--- src/rtl/numeric_literal_accumulator_core_assert.svh ---
// ----------------------------------------------------------------------------
// Assertion macros for the numeric literal accumulator
// Wrap concurrent assertions so that synthesis sees empty bodies.
// ----------------------------------------------------------------------------
`ifndef NUMERIC_LITERAL_ACCUMULATOR_CORE_ASSERT_SVH
`define NUMERIC_LITERAL_ACCUMULATOR_CORE_ASSERT_SVH
`ifndef SYNTHESIS
// Check that cons holds in the cycle in which ante holds.
`define NLA_ASSERT_SAME(lbl, clk, rst, ante, cons, msg) \
   lbl: assert property (@(posedge clk) disable iff (rst) (ante) |-> (cons)) \
      else $error(msg);
// Check that cons holds in the cycle after ante holds.
`define NLA_ASSERT_NEXT(lbl, clk, rst, ante, cons, msg) \
   lbl: assert property (@(posedge clk) disable iff (rst) (ante) |=> (cons)) \
      else $error(msg);
`else
`define NLA_ASSERT_SAME(lbl, clk, rst, ante, cons, msg)
`define NLA_ASSERT_NEXT(lbl, clk, rst, ante, cons, msg)
`endif
`endif

--- src/rtl/nla_pkg.sv ---
// ----------------------------------------------------------------------------
// Numeric literal accumulator package
// Shared types, codes and the character-to-digit decoder.
// ----------------------------------------------------------------------------
package nla_pkg;

   // Value kinds
   localparam logic [2:0] KIND_UINT      = 3'd0;
   localparam logic [2:0] KIND_SINT      = 3'd1;
   localparam logic [2:0] KIND_FLOAT     = 3'd2;
   localparam logic [2:0] KIND_FIXED     = 3'd3;
   localparam logic [2:0] KIND_DECIMAL   = 3'd4;

   // Register indexes
   localparam logic [1:0] CSR_VALUE_KIND  = 2'd0;
   localparam logic [1:0] CSR_NUM_BASE    = 2'd1;
   localparam logic [1:0] CSR_VALUE_WIDTH = 2'd2;

   // Register reset values
   localparam logic [2:0] KIND_RESET  = KIND_UINT;
   localparam logic [5:0] BASE_RESET  = 6'd10;
   localparam logic [6:0] WIDTH_RESET = 7'd64;

   // Radix limits
   localparam logic [5:0] RADIX_DEC     = 6'd10;
   localparam logic [5:0] RADIX_MIN     = 6'd2;
   localparam logic [5:0] RADIX_MAX     = 6'd36;
   localparam logic [5:0] RADIX_EXP_MAX = 6'd14;
   localparam logic [6:0] WIDTH_MAX     = 7'd64;

   // Characters
   localparam logic [7:0] CHAR_MINUS = 8'h2D;
   localparam logic [7:0] CHAR_DOT   = 8'h2E;
   localparam logic [7:0] CHAR_0     = 8'h30;
   localparam logic [7:0] CHAR_9     = 8'h39;
   localparam logic [7:0] CHAR_UA    = 8'h41;
   localparam logic [7:0] CHAR_UE    = 8'h45;
   localparam logic [7:0] CHAR_UZ    = 8'h5A;
   localparam logic [7:0] CHAR_LA    = 8'h61;
   localparam logic [7:0] CHAR_LE    = 8'h65;
   localparam logic [7:0] CHAR_LZ    = 8'h7A;

   localparam logic [5:0] DIGIT_NONE   = 6'd63;
   localparam logic [5:0] LETTER_VALUE = 6'd10;

   // Exponent phase codes
   localparam logic [1:0] EXP_IDLE = 2'd0;
   localparam logic [1:0] EXP_MARK = 2'd1;
   localparam logic [1:0] EXP_TAIL = 2'd2;

   typedef enum logic [1:0] {
      ERR_NONE  = 2'd0,
      ERR_RANGE = 2'd1,
      ERR_DIGIT = 2'd2
   } error_type;

   typedef struct packed {
      logic [2:0] kind;
      logic [5:0] base;
      logic [6:0] width;
   } cfg_type;

   typedef struct packed {
      logic [63:0] acc;
      logic        overflowed;
      logic        dot_seen;
      logic        exp_seen;
      logic [1:0]  exp_phase;
      logic        negative;
      error_type   first_error;
   } token_state_type;

   localparam token_state_type TOKEN_CLEAR = '{
      acc: 64'd0, overflowed: 1'b0, dot_seen: 1'b0, exp_seen: 1'b0,
      exp_phase: EXP_IDLE, negative: 1'b0, first_error: ERR_NONE
   };

   function automatic logic is_int_kind(input logic [2:0] kind);
      return (kind == KIND_UINT) || (kind == KIND_SINT);
   endfunction

   // Map a character to its digit value; DIGIT_NONE is above every radix.
   function automatic logic [5:0] digit_of(input logic [7:0] c);
      logic [7:0] d;
      d = 8'd0;
      if (c >= CHAR_0 && c <= CHAR_9) begin
         d = c - CHAR_0;
         return d[5:0];
      end
      if (c >= CHAR_LA && c <= CHAR_LZ) begin
         d = c - CHAR_LA;
         return d[5:0] + LETTER_VALUE;
      end
      if (c >= CHAR_UA && c <= CHAR_UZ) begin
         d = c - CHAR_UA;
         return d[5:0] + LETTER_VALUE;
      end
      return DIGIT_NONE;
   endfunction

endpackage

--- src/rtl/nla_step.sv ---
// ----------------------------------------------------------------------------
// Character step
// Next token state for one character: sign, point, exponent, digit fold.
// ----------------------------------------------------------------------------
module nla_step (
   input  nla_pkg::cfg_type         cfg,
   input  logic [7:0]               char_code,
   input  logic                     is_string_token,
   input  logic                     is_first,
   input  nla_pkg::token_state_type tok_cur,
   output nla_pkg::token_state_type tok_next
);
   import nla_pkg::*;

   logic [5:0]      radix;
   logic [5:0]      digit;
   logic [69:0]     fold;
   logic            fold_ovf;
   logic            is_exp_char;
   token_state_type base_tok;
   logic            skip;

   // Kinds 3 and 4 always use ten; otherwise a base below 2 uses ten and one above 36 clamps to 36.
   always_comb begin
      if (cfg.kind == KIND_FIXED || cfg.kind == KIND_DECIMAL) begin
         radix = RADIX_DEC;
      end else if (cfg.base < RADIX_MIN) begin
         radix = RADIX_DEC;
      end else if (cfg.base > RADIX_MAX) begin
         radix = RADIX_MAX;
      end else begin
         radix = cfg.base;
      end
   end

   assign digit       = digit_of(char_code);
   assign fold        = 70'(base_tok.acc) * 70'(radix) + 70'(digit);
   assign fold_ovf    = |fold[69:64];
   assign is_exp_char = (char_code == CHAR_LE || char_code == CHAR_UE) &&
                        (radix <= RADIX_EXP_MAX);

   always_comb begin
      base_tok = tok_cur;
      skip     = 1'b0;
      if (is_first) begin
         base_tok = TOKEN_CLEAR;
         if (char_code == CHAR_MINUS) begin
            base_tok.negative = 1'b1;
            skip              = 1'b1;
            if (cfg.kind == KIND_UINT) begin
               base_tok.first_error = ERR_RANGE;
            end
         end
      end
   end

   always_comb begin
      tok_next = base_tok;
      if (!skip && base_tok.first_error == ERR_NONE) begin
         if (is_string_token) begin
            if (is_int_kind(cfg.kind)) begin
               if (digit >= radix) begin
                  tok_next.first_error = ERR_DIGIT;
               end else if (!base_tok.overflowed && !base_tok.dot_seen) begin
                  if (fold_ovf) tok_next.overflowed = 1'b1;
                  else          tok_next.acc        = fold[63:0];
               end
            end
         end else if (char_code == CHAR_DOT) begin
            tok_next.dot_seen = 1'b1;
         end else if (is_exp_char) begin
            tok_next.exp_seen  = 1'b1;
            tok_next.exp_phase = EXP_MARK;
         end else if (base_tok.exp_phase != EXP_IDLE) begin
            tok_next.exp_phase = EXP_TAIL;
         end else if (digit >= radix) begin
            tok_next.first_error = ERR_DIGIT;
         end else if (!base_tok.overflowed && !base_tok.dot_seen) begin
            if (fold_ovf) tok_next.overflowed = 1'b1;
            else          tok_next.acc        = fold[63:0];
         end
      end
   end

endmodule

--- src/rtl/nla_range.sv ---
// ----------------------------------------------------------------------------
// Range check
// Final error code of a token against the declared width and signedness.
// ----------------------------------------------------------------------------
module nla_range (
   input  nla_pkg::cfg_type         cfg,
   input  nla_pkg::token_state_type tok,
   output nla_pkg::error_type       error_code
);
   import nla_pkg::*;

   logic [6:0]  w;
   logic [5:0]  shift_u;
   logic [5:0]  shift_s;
   logic [63:0] top_s;
   logic [63:0] limit;

   assign w       = (cfg.width == 7'd0 || cfg.width > WIDTH_MAX) ? WIDTH_MAX : cfg.width;
   assign shift_u = w[5:0];
   assign shift_s = 6'(w - 7'd1);
   assign top_s   = 64'd1 << shift_s;

   always_comb begin
      if (cfg.kind == KIND_UINT) begin
         limit = (w == WIDTH_MAX) ? '1 : ((64'd1 << shift_u) - 64'd1);
      end else if (tok.negative) begin
         limit = top_s;
      end else begin
         limit = top_s - 64'd1;
      end
   end

   always_comb begin
      if (tok.first_error != ERR_NONE) begin
         error_code = tok.first_error;
      end else if (!is_int_kind(cfg.kind)) begin
         error_code = ERR_NONE;
      end else if (tok.overflowed || tok.acc > limit) begin
         error_code = ERR_RANGE;
      end else begin
         error_code = ERR_NONE;
      end
   end

endmodule

--- src/rtl/numeric_literal_accumulator_core.sv ---
// ----------------------------------------------------------------------------
// Numeric literal accumulator core
// Folds one token character per request into a 64-bit radix accumulator
// and reports magnitude, sign, point/exponent flags and error on the last.
// ----------------------------------------------------------------------------
//  channel | ports                     | direction | moves
//  req     | req_valid / req_ready     | in        | one character request
//  rsp     | rsp_valid / rsp_ready     | out       | one token result
//  csr     | csr_wr_en, index, wdata   | in        | register write
//
//  A request is processed while it sits in the input register; a last
//  character's result then loads into the output register and rsp_valid
//  rises; one request per cycle unless a last character waits on a busy output.
//  Multiply-add, overflow test and range compare are combinational between the two registers.
//  Reset clears the configuration registers, token state and both valid flags at once.
//  A stalled result holds only a waiting last character and the requests behind it.
// ----------------------------------------------------------------------------
`include "numeric_literal_accumulator_core_assert.svh"

module numeric_literal_accumulator_core (
   input  logic        clock,
   input  logic        reset,
   // request channel
   input  logic        req_valid,
   output logic        req_ready,
   input  logic [7:0]  req_char_code,
   input  logic        req_is_string_token,
   input  logic        req_is_first,
   input  logic        req_is_last,
   // result channel
   output logic        rsp_valid,
   input  logic        rsp_ready,
   output logic [63:0] rsp_magnitude,
   output logic        rsp_is_negative,
   output logic        rsp_saw_dot,
   output logic        rsp_saw_exponent,
   output logic [1:0]  rsp_error_code,
   // configuration
   input  logic        csr_wr_en,
   input  logic [1:0]  csr_index,
   input  logic [6:0]  csr_wdata
);
   import nla_pkg::*;

   // Configuration registers
   cfg_type         cfg_ff, cfg_in;

   // Input register
   logic            pipe_valid_ff, pipe_valid_in;
   logic [7:0]      pipe_char_ff;
   logic            pipe_str_ff;
   logic            pipe_first_ff;
   logic            pipe_last_ff;

   // Token state
   token_state_type tok_ff, tok_in;
   token_state_type tok_step;

   // Output register
   logic            rsp_valid_ff, rsp_valid_in;
   logic [63:0]     rsp_mag_ff;
   logic            rsp_neg_ff;
   logic            rsp_dot_ff;
   logic            rsp_exp_ff;
   error_type       rsp_err_ff;
   error_type       range_err;

   logic            out_free;
   logic            proc;
   logic            take;

   // Process the held character unless it would need a busy output slot.
   assign out_free  = !rsp_valid_ff || rsp_ready;
   assign proc      = pipe_valid_ff && (!pipe_last_ff || out_free);
   assign req_ready = !pipe_valid_ff || proc;
   assign take      = req_valid && req_ready;

   always_comb begin
      cfg_in = cfg_ff;
      if (csr_wr_en) begin
         unique case (csr_index)
            CSR_VALUE_KIND:  cfg_in.kind  = csr_wdata[2:0];
            CSR_NUM_BASE:    cfg_in.base  = csr_wdata[5:0];
            CSR_VALUE_WIDTH: cfg_in.width = csr_wdata;
            default:         cfg_in = cfg_ff;
         endcase
      end
   end

   nla_step u_step (
      .cfg             (cfg_ff),
      .char_code       (pipe_char_ff),
      .is_string_token (pipe_str_ff),
      .is_first        (pipe_first_ff),
      .tok_cur         (tok_ff),
      .tok_next        (tok_step)
   );

   nla_range u_range (
      .cfg        (cfg_ff),
      .tok        (tok_step),
      .error_code (range_err)
   );

   assign tok_in        = proc ? tok_step : tok_ff;
   assign pipe_valid_in = take || (pipe_valid_ff && !proc);

   // Drop the result once taken; load a new one on a processed last char.
   always_comb begin
      rsp_valid_in = rsp_valid_ff && !rsp_ready;
      if (proc && pipe_last_ff) rsp_valid_in = 1'b1;
   end

   always_ff @(posedge clock) begin
      if (reset) begin
         cfg_ff        <= '{kind: KIND_RESET, base: BASE_RESET, width: WIDTH_RESET};
         pipe_valid_ff <= 1'b0;
         tok_ff        <= TOKEN_CLEAR;
         rsp_valid_ff  <= 1'b0;
      end else begin
         cfg_ff        <= cfg_in;
         pipe_valid_ff <= pipe_valid_in;
         tok_ff        <= tok_in;
         rsp_valid_ff  <= rsp_valid_in;
      end
   end

   // Payload registers: hold unless loaded.
   always_ff @(posedge clock) begin
      if (take) begin
         pipe_char_ff  <= req_char_code;
         pipe_str_ff   <= req_is_string_token;
         pipe_first_ff <= req_is_first;
         pipe_last_ff  <= req_is_last;
      end
      if (proc && pipe_last_ff) begin
         rsp_mag_ff <= tok_step.acc;
         rsp_neg_ff <= tok_step.negative;
         rsp_dot_ff <= tok_step.dot_seen;
         rsp_exp_ff <= tok_step.exp_seen;
         rsp_err_ff <= range_err;
      end
   end

   assign rsp_valid        = rsp_valid_ff;
   assign rsp_magnitude    = rsp_mag_ff;
   assign rsp_is_negative  = rsp_neg_ff;
   assign rsp_saw_dot      = rsp_dot_ff;
   assign rsp_saw_exponent = rsp_exp_ff;
   assign rsp_error_code   = rsp_err_ff;

   // Overflow stays set until the next token begins.
   `NLA_ASSERT_NEXT(a_ovf_sticky, clock, reset,
      tok_ff.overflowed && !(proc && pipe_first_ff), tok_ff.overflowed,
      "overflow flag dropped inside a token")
   // After an error the accumulator and error code freeze for the token.
   `NLA_ASSERT_NEXT(a_err_freeze, clock, reset,
      (tok_ff.first_error != ERR_NONE) && !(proc && pipe_first_ff),
      $stable(tok_ff.acc) && $stable(tok_ff.first_error),
      "token state moved after an error")
   // Digits after a decimal point are not accumulated.
   `NLA_ASSERT_NEXT(a_dot_freeze, clock, reset,
      tok_ff.dot_seen && !(proc && pipe_first_ff),
      $stable(tok_ff.acc) && tok_ff.dot_seen,
      "accumulator moved after a point")
   // An exponent phase only exists once an exponent marker was seen.
   `NLA_ASSERT_SAME(a_exp_phase, clock, reset,
      tok_ff.exp_phase != EXP_IDLE, tok_ff.exp_seen,
      "exponent phase without marker")

endmodule
--- config.mk ---
export PLATFORM = sky130hd
export DESIGN_NAME = numeric_literal_accumulator_core
export DESIGN_NICKNAME = d
export VERILOG_FILES = /design/src/rtl/nla_pkg.sv /design/src/rtl/nla_step.sv /design/src/rtl/nla_range.sv /design/src/rtl/numeric_literal_accumulator_core.sv
export VERILOG_INCLUDE_DIRS = /design/src /design/src/rtl
export SDC_FILE = /design/constraint.sdc
export NUM_CORES = 2
export LEC_CHECK = 0
export ABC_CLOCK_PERIOD_IN_PS = 19300
export BUFFER_PORTS_ARGS = -buffer_cell sky130_fd_sc_hd__buf_2
export CORE_AREA = 3 3 324 326
export DETAILED_ROUTE_END_ITERATION = 8
export DIE_AREA = 0 0 327 329
export PLACE_DENSITY_LB_ADDON = 0.08
export SYNTH_ARGS = -nofsm -noshare
export SYNTH_HDL_FRONTEND = slang
export SYNTH_SLANG_ARGS = --single-unit
--- constraint.sdc ---
create_clock -name clock -period 19.3 [get_ports clock]
set_clock_uncertainty 0.1 [all_clocks]
set_input_delay 2.895 -clock clock [delete_from_list [all_inputs] [get_ports clock]]
set_output_delay 2.895 -clock clock [all_outputs]
set_load 0.05 [all_outputs]
Yosys cells after proc, flatten, opt, wreduce, memory -nomap -nowiden
Index checks and enable logic that the tools add are counted.

Order comparisons: 12. Shift operators: 2. Mux-type cells: 51. Add/subtract/negate cells: 9. Div/mod/pow operators: 0. Equal/unequal tests: 10. Bitwise operators: 0. Multiply operators: 1. Reduce and logical (&&, ||, !) cells: 38.

Operator list (number): 65-bit 2-to-1 mux (7); 64-bit 2-to-1 mux (4); 1-bit by 6-bit << shifter with 64-bit output (first input constant) (2); 64-bit by 1-bit subtractor with 64-bit output (second input constant) (2); 72-bit 2-to-1 mux (1); 70-bit by 6-bit adder with 70-bit output (1); 64-bit by 6-bit multiplier with 70-bit output (1); 69-bit 2-to-1 mux (1); 64-bit > comparator (1); 6-bit 2-to-1 mux (9); 2-bit 2-to-1 mux (11); 8-bit by 6-bit equality test with 1-bit output (second input constant) (2); 8-bit by 7-bit equality test with 1-bit output (second input constant) (2); 8-bit by 7-bit >= comparator with 1-bit output (second input constant) (2); 8-bit by 7-bit less-or-equal comparator with 1-bit output (second input constant) (2); 1-bit 2-to-1 mux (14); 6-bit by 4-bit adder with 6-bit output (second input constant) (2); 6-bit by 1-bit subtractor with 6-bit output (second input constant) (2); 6-bit subtractor (second input constant) (2); 1-bit logical AND (11); 1-bit logical OR (9); 8-bit by 6-bit >= comparator with 1-bit output (second input constant) (1); 8-bit by 6-bit less-or-equal comparator with 1-bit output (second input constant) (1); 1-bit logical NOT (8); other kinds (20) (25).

Output and inout port bits: 71. ROM bits: 0. Latch bits: 0. Register bits: 170. Logic and storage cells: 144. Input port bits: 25. Memory bits (writable): 0. Memories kept: 0.

Depth between registers and ports, before layout
Word-level depth: 24. Mapped depth: 41.

Cells and area by module
Synthesis repeated with hierarchy kept, for this count alone.

Cells, all modules: 3009. Area total of the unflattened synthesis: 25877.3 µm².

Modules (own cells, without submodules): nla_step (area an instance 14112.3 µm², times used 1, cells each 1742); numeric_literal_accumulator_core (area an instance 6393.6 µm², times used 1, cells each 460); nla_range (area an instance 5371.4 µm², times used 1, cells each 807).

Worst setup path before layout
No wires, ideal clock.

Kind: reg2reg. Start point: register pipe_first_ff. End point: register rsp_err_ff[0] (netlist: rsp_error_code[0]), data pin. Stages on the path, launching flop included: 39. Path buffers: 6. Data arrival time: 8596 ps. Period minus slack after synthesis: 8961 ps. Slack: 10339 ps. Data required time: 18935 ps. Cells stage by stage: edfxtp_1 clkbuf_1 clkbuf_1 inv_1 clkbuf_1 clkbuf_1 nand2_1 or2_2 fa_1 fa_1 inv_1 fa_1 inv_1 fa_1 inv_1 ha_1 nand3_1 nor3_1 (+3 left out) o31ai_2 xor2_1 or4_1 buf_6 nor2_4 clkbuf_1 o21ai_0 ha_1 a21o_1 a21o_1 a221oi_1 o221ai_1 a21oi_1 o21ai_0 a41oi_1 o21ai_0 o221ai_1 nand3_1.

RTL lines: start: declaration (RTL line numeric_literal_accumulator_core.sv:52) `logic pipe_first_ff;`; start signal: assignment (RTL line numeric_literal_accumulator_core.sv:133) `pipe_first_ff <= req_is_first;`; end signal: assignment (RTL line numeric_literal_accumulator_core.sv:141) `rsp_err_ff <= range_err;`; end: declaration (RTL line numeric_literal_accumulator_core.sv:65) `error_type rsp_err_ff;`.

==> summary.txt <==
Status
  • Status: completed

Clocking
  • CTS tree: yes
  • # hold bufs at CTS: 0
  • Post-CTS Setup Bufs: 0
  • Inserted Clock Buffers: 17
  • # resized after CTS: 0
  • H-tree levels: 4
  • CTS sink cnt: 170
  • Clock buffer depth: 2
  • CTS Root Cell: clkbuf_16
  • Clk_lat worst skew: 0.47 ns
  • Clock transition at path regs: 0.08 ns

Logic synthesis
  • Post-synthesis sequential area ratio: 0.165
  • Synth Flop Type: dfxtp_1
  • Largest family of logic cells by synthesized area: adder cells
  • YS warnings: 0
  • Post-Syn Nets: 3636
  • Xor and xnor area share after synthesis: 0.0425
  • Syn avg cell area: 8.16 µm²
  • Post-Synth Simple-Gate Area: 0.244
  • Post-Synth Adder-Cell Area: 0.309
  • Synth Instances: 3132
  • Synthesized area: 25600 µm²
  • Mux share of post-synthesis cell area: 0.0130
  • Yosys cell types: 100
  • Synthesized flop and latch total: 170
  • Post-synth EDFFs: 80
  • Asr flop ratio synth: 0
  • Synth Area in Compound Gates: 0.179

Final layout
  • Share of cells above drive strength 1: 0.0826
  • Layout Nets: 3592
  • Synth-to-Final Area Change: 9.32%

Global routing
  • Total GRT Usage: 0.203
  • Largest net degree at the start of global routing: 75
  • Vias in the first global route: 24.8k
  • First-pass GRT wire length: 166000 µm
  • GR Overflow Total: 0
  • Initial antenna violation count: 3

Floorplan
  • Die height: 329 µm
  • Row count: 117
  • IO Count: 96
  • Die area: 108000 µm²
  • Chip width: 327 µm
  • Core Footprint: 102000 µm²
  • Initial core utilization: 0.250

Setup path
  • Buf/Inv on CP: 3
  • Critical path class: reg2reg
  • Critical Path RT: 19.40 ns
  • CP most frequent cell: o21ai_0
  • Critical Path End Type: flop
  • Worst setup path startpoint: cfg_ff[15]
  • Worst path slowest cell: a2111oi_0
  • WP depth: 33
  • Critical path launch point type: flop
  • CP peak stage delay: 0.79 ns
  • Crit-path leading delay family: compound AO/OA/AOI/OAI gates
  • RR Startpoint: cfg_ff[15]
  • Critical Path AT: 11.83 ns
  • CP Max Fanout: 64
  • Worst r2r path cells: 33

Power and ir drop
  • VDD IR max: 48.3 µV
  • Pleak: 12.1 nW
  • PD cells: 33.7 nW/µm²
  • Overall power: 942 µW

Job
  • Max_cap viols: 0

Timing
  • RSZ-0062 raised after global routing: false
  • Final setup vio count: 0
  • Setup_tns: 0 ns
  • Fmax: 85.2 MHz
  • Max-slew headroom: 0.228
  • Fin. Hold Viols: 0
  • Tmin final: 11.73 ns
  • Final period utilization: 0.608
  • Post-route worst setup slack: 7.57 ns
  • Slew Viols, Final: 0
  • Slew @ Worst Pin: 1.15 ns

Placed design
  • RD Place Congestion: 0.943
  • DP Wirelength: 88200 µm
  • Post-place setup slack: 7.46 ns
  • Port Buf Inserts: 95

Routing
  • Final wirelength: 110000 µm
  • Post-route DRC: 0
  • Initial drt markers: 1901
  • Vias: 24.1k
  • WL/cell: 24.6 µm
  • Final ANT Viol Nets: 0
  • DRT Pass-1 Iters: 7
  • Vias per std cell: 5.39

Min path
  • Min-delay src: tok_ff[48]
  • HP Class: reg2reg
  • Hold depth: 2
[path summary, 6_finish.rpt]
path	endpoint	slack, ns
setup reg to reg	rsp_error_code[0]	7.57
hold reg to reg	tok_ff[48]	0.39
hold / removal	tok_ff[48]	0.39
setup / recovery	rsp_error_code[0]	7.57
[metrics by stage]
step / cell area (µm²) / instances / util / hold WS (ns)
finish: 27900 / 4471 / 0.274 / 0.386
global route: 27900 / 4469 / 0.274 / 0.417
CTS: 27900 / 4469 / 0.274 / 0.389
detailed placement: 27300 / 4437 / 0.268 / 0.377
global placement: 27300 / 4437 / 0.268 / 0.365
floorplan: 25600 / 3132 / - / 0.334
[worst min-delay path: cells and delay by family, from the launching register on]
family           cells  cell delay, ns
AND/OR/NAND/NOR      1            0.06
AO/OA/AOI/OAI        1            0.05
flip-flops           1            0.33
[sequential cells by signal (all words and copies together), names as in the netlist]
register          count
pipe_valid_ff         1
pipe_str_ff           1
pipe_char_ff          8
rsp_magnitude        64
rsp_error_code        2
tok_ff               72
rsp_saw_dot           1
rsp_valid             1
cfg_ff               16
rsp_is_negative       1
rsp_saw_exponent      1
pipe_last_ff          1
pipe_first_ff         1
[power by group]
part	internal (mW)	total, mW	switching (mW)
combinational	0.0479	0.184	0.136
sequential	0.385	0.392	0.00704
clock	0.176	0.367	0.190
[cells in the mapped netlist, types with 11 or more instances]
master / n / area [µm²]
o21bai_1: 20 / 150
mux2i_1: 31 / 310
xor2_1: 45 / 394
a211oi_1: 17 / 128
nand4_1: 107 / 669
buf_1: 17 / 63.8
a21o_1: 49 / 368
nor3_1: 47 / 235
nor3b_1: 12 / 90.1
o22ai_1: 28 / 175
o311ai_1: 48 / 420
ha_1: 227 / 2840
nor4_1: 12 / 75.1
nor2_1: 562 / 2110
edfxtp_1: 80 / 2400
o31ai_1: 16 / 120
a21oi_1: 165 / 826
nor2b_1: 33 / 206
and3_1: 14 / 87.6
dfxtp_1: 90 / 1800
o21a_1: 19 / 143
a31oi_1: 15 / 93.8
or4_1: 11 / 82.6
nand3_1: 99 / 495
inv_1: 89 / 334
o21ai_1: 14 / 70.1
nand2b_1: 15 / 93.8
o21ai_0: 181 / 906
buf_2: 42 / 210
or2_2: 18 / 113
clkbuf_1: 149 / 559
nand3b_1: 56 / 420
and2_1: 18 / 113
fa_1: 252 / 5040
nand2_1: 275 / 1030
or3_1: 18 / 113
xnor2_1: 79 / 692
[area by class of cell]
class                      count  area (µm²)
fill                       11100       74100
clock inverter                15         165
inverter                      89         334
sequential                   170        4210
clock buffer                  17         425
tap                         1368        1710
timing repair buffer         153         913
multi-input combinational   2657       20200
antenna                        2        5.00
[per-layer routing]
layer | GRT usage | share of wire | vias up
li1 | - | - | 11100
met1 | 0.285 | 0.48 | 12200
met2 | 0.332 | 0.46 | 637
met3 | 0.0141 | 0.033 | 133
met4 | 0.0635 | 0.031 | 0
met5 | 0 | 0 | -
[cell families after synthesis]
| logic type | Yosys count |
|---|---|
| buffers and inverters | 305 |
| AOI/OAI and AO/OA | 692 |
| muxes | 33 |
| xor gates and xnor gates | 124 |
| adders and majority gates | 479 |
| and+or+nand+nor | 1329 |
| DFF | 170 |
[cell usage in the layout (no fill, tap or decap), drive strengths merged, types with 15 or more instances in the layout]
master  instances
nor2          564
nand2         276
fa            252
ha            227
o21ai         196
a21oi         169
buf           153
nand4         110
inv           101
nand3          99
dfxtp          90
edfxtp         80
xnor2          79
nand3b         56
o311ai         56
a21o           49
nor3           47
xor2           45
nor2b          33
mux2i          31
o22ai          28
a211oi         22
o21bai         20
or2            20
o21a           19
or3            18
and2           18
o31ai          18
clkbuf         17
nand2b         15
a31oi          15
Power figures use the tool's default switching activity.
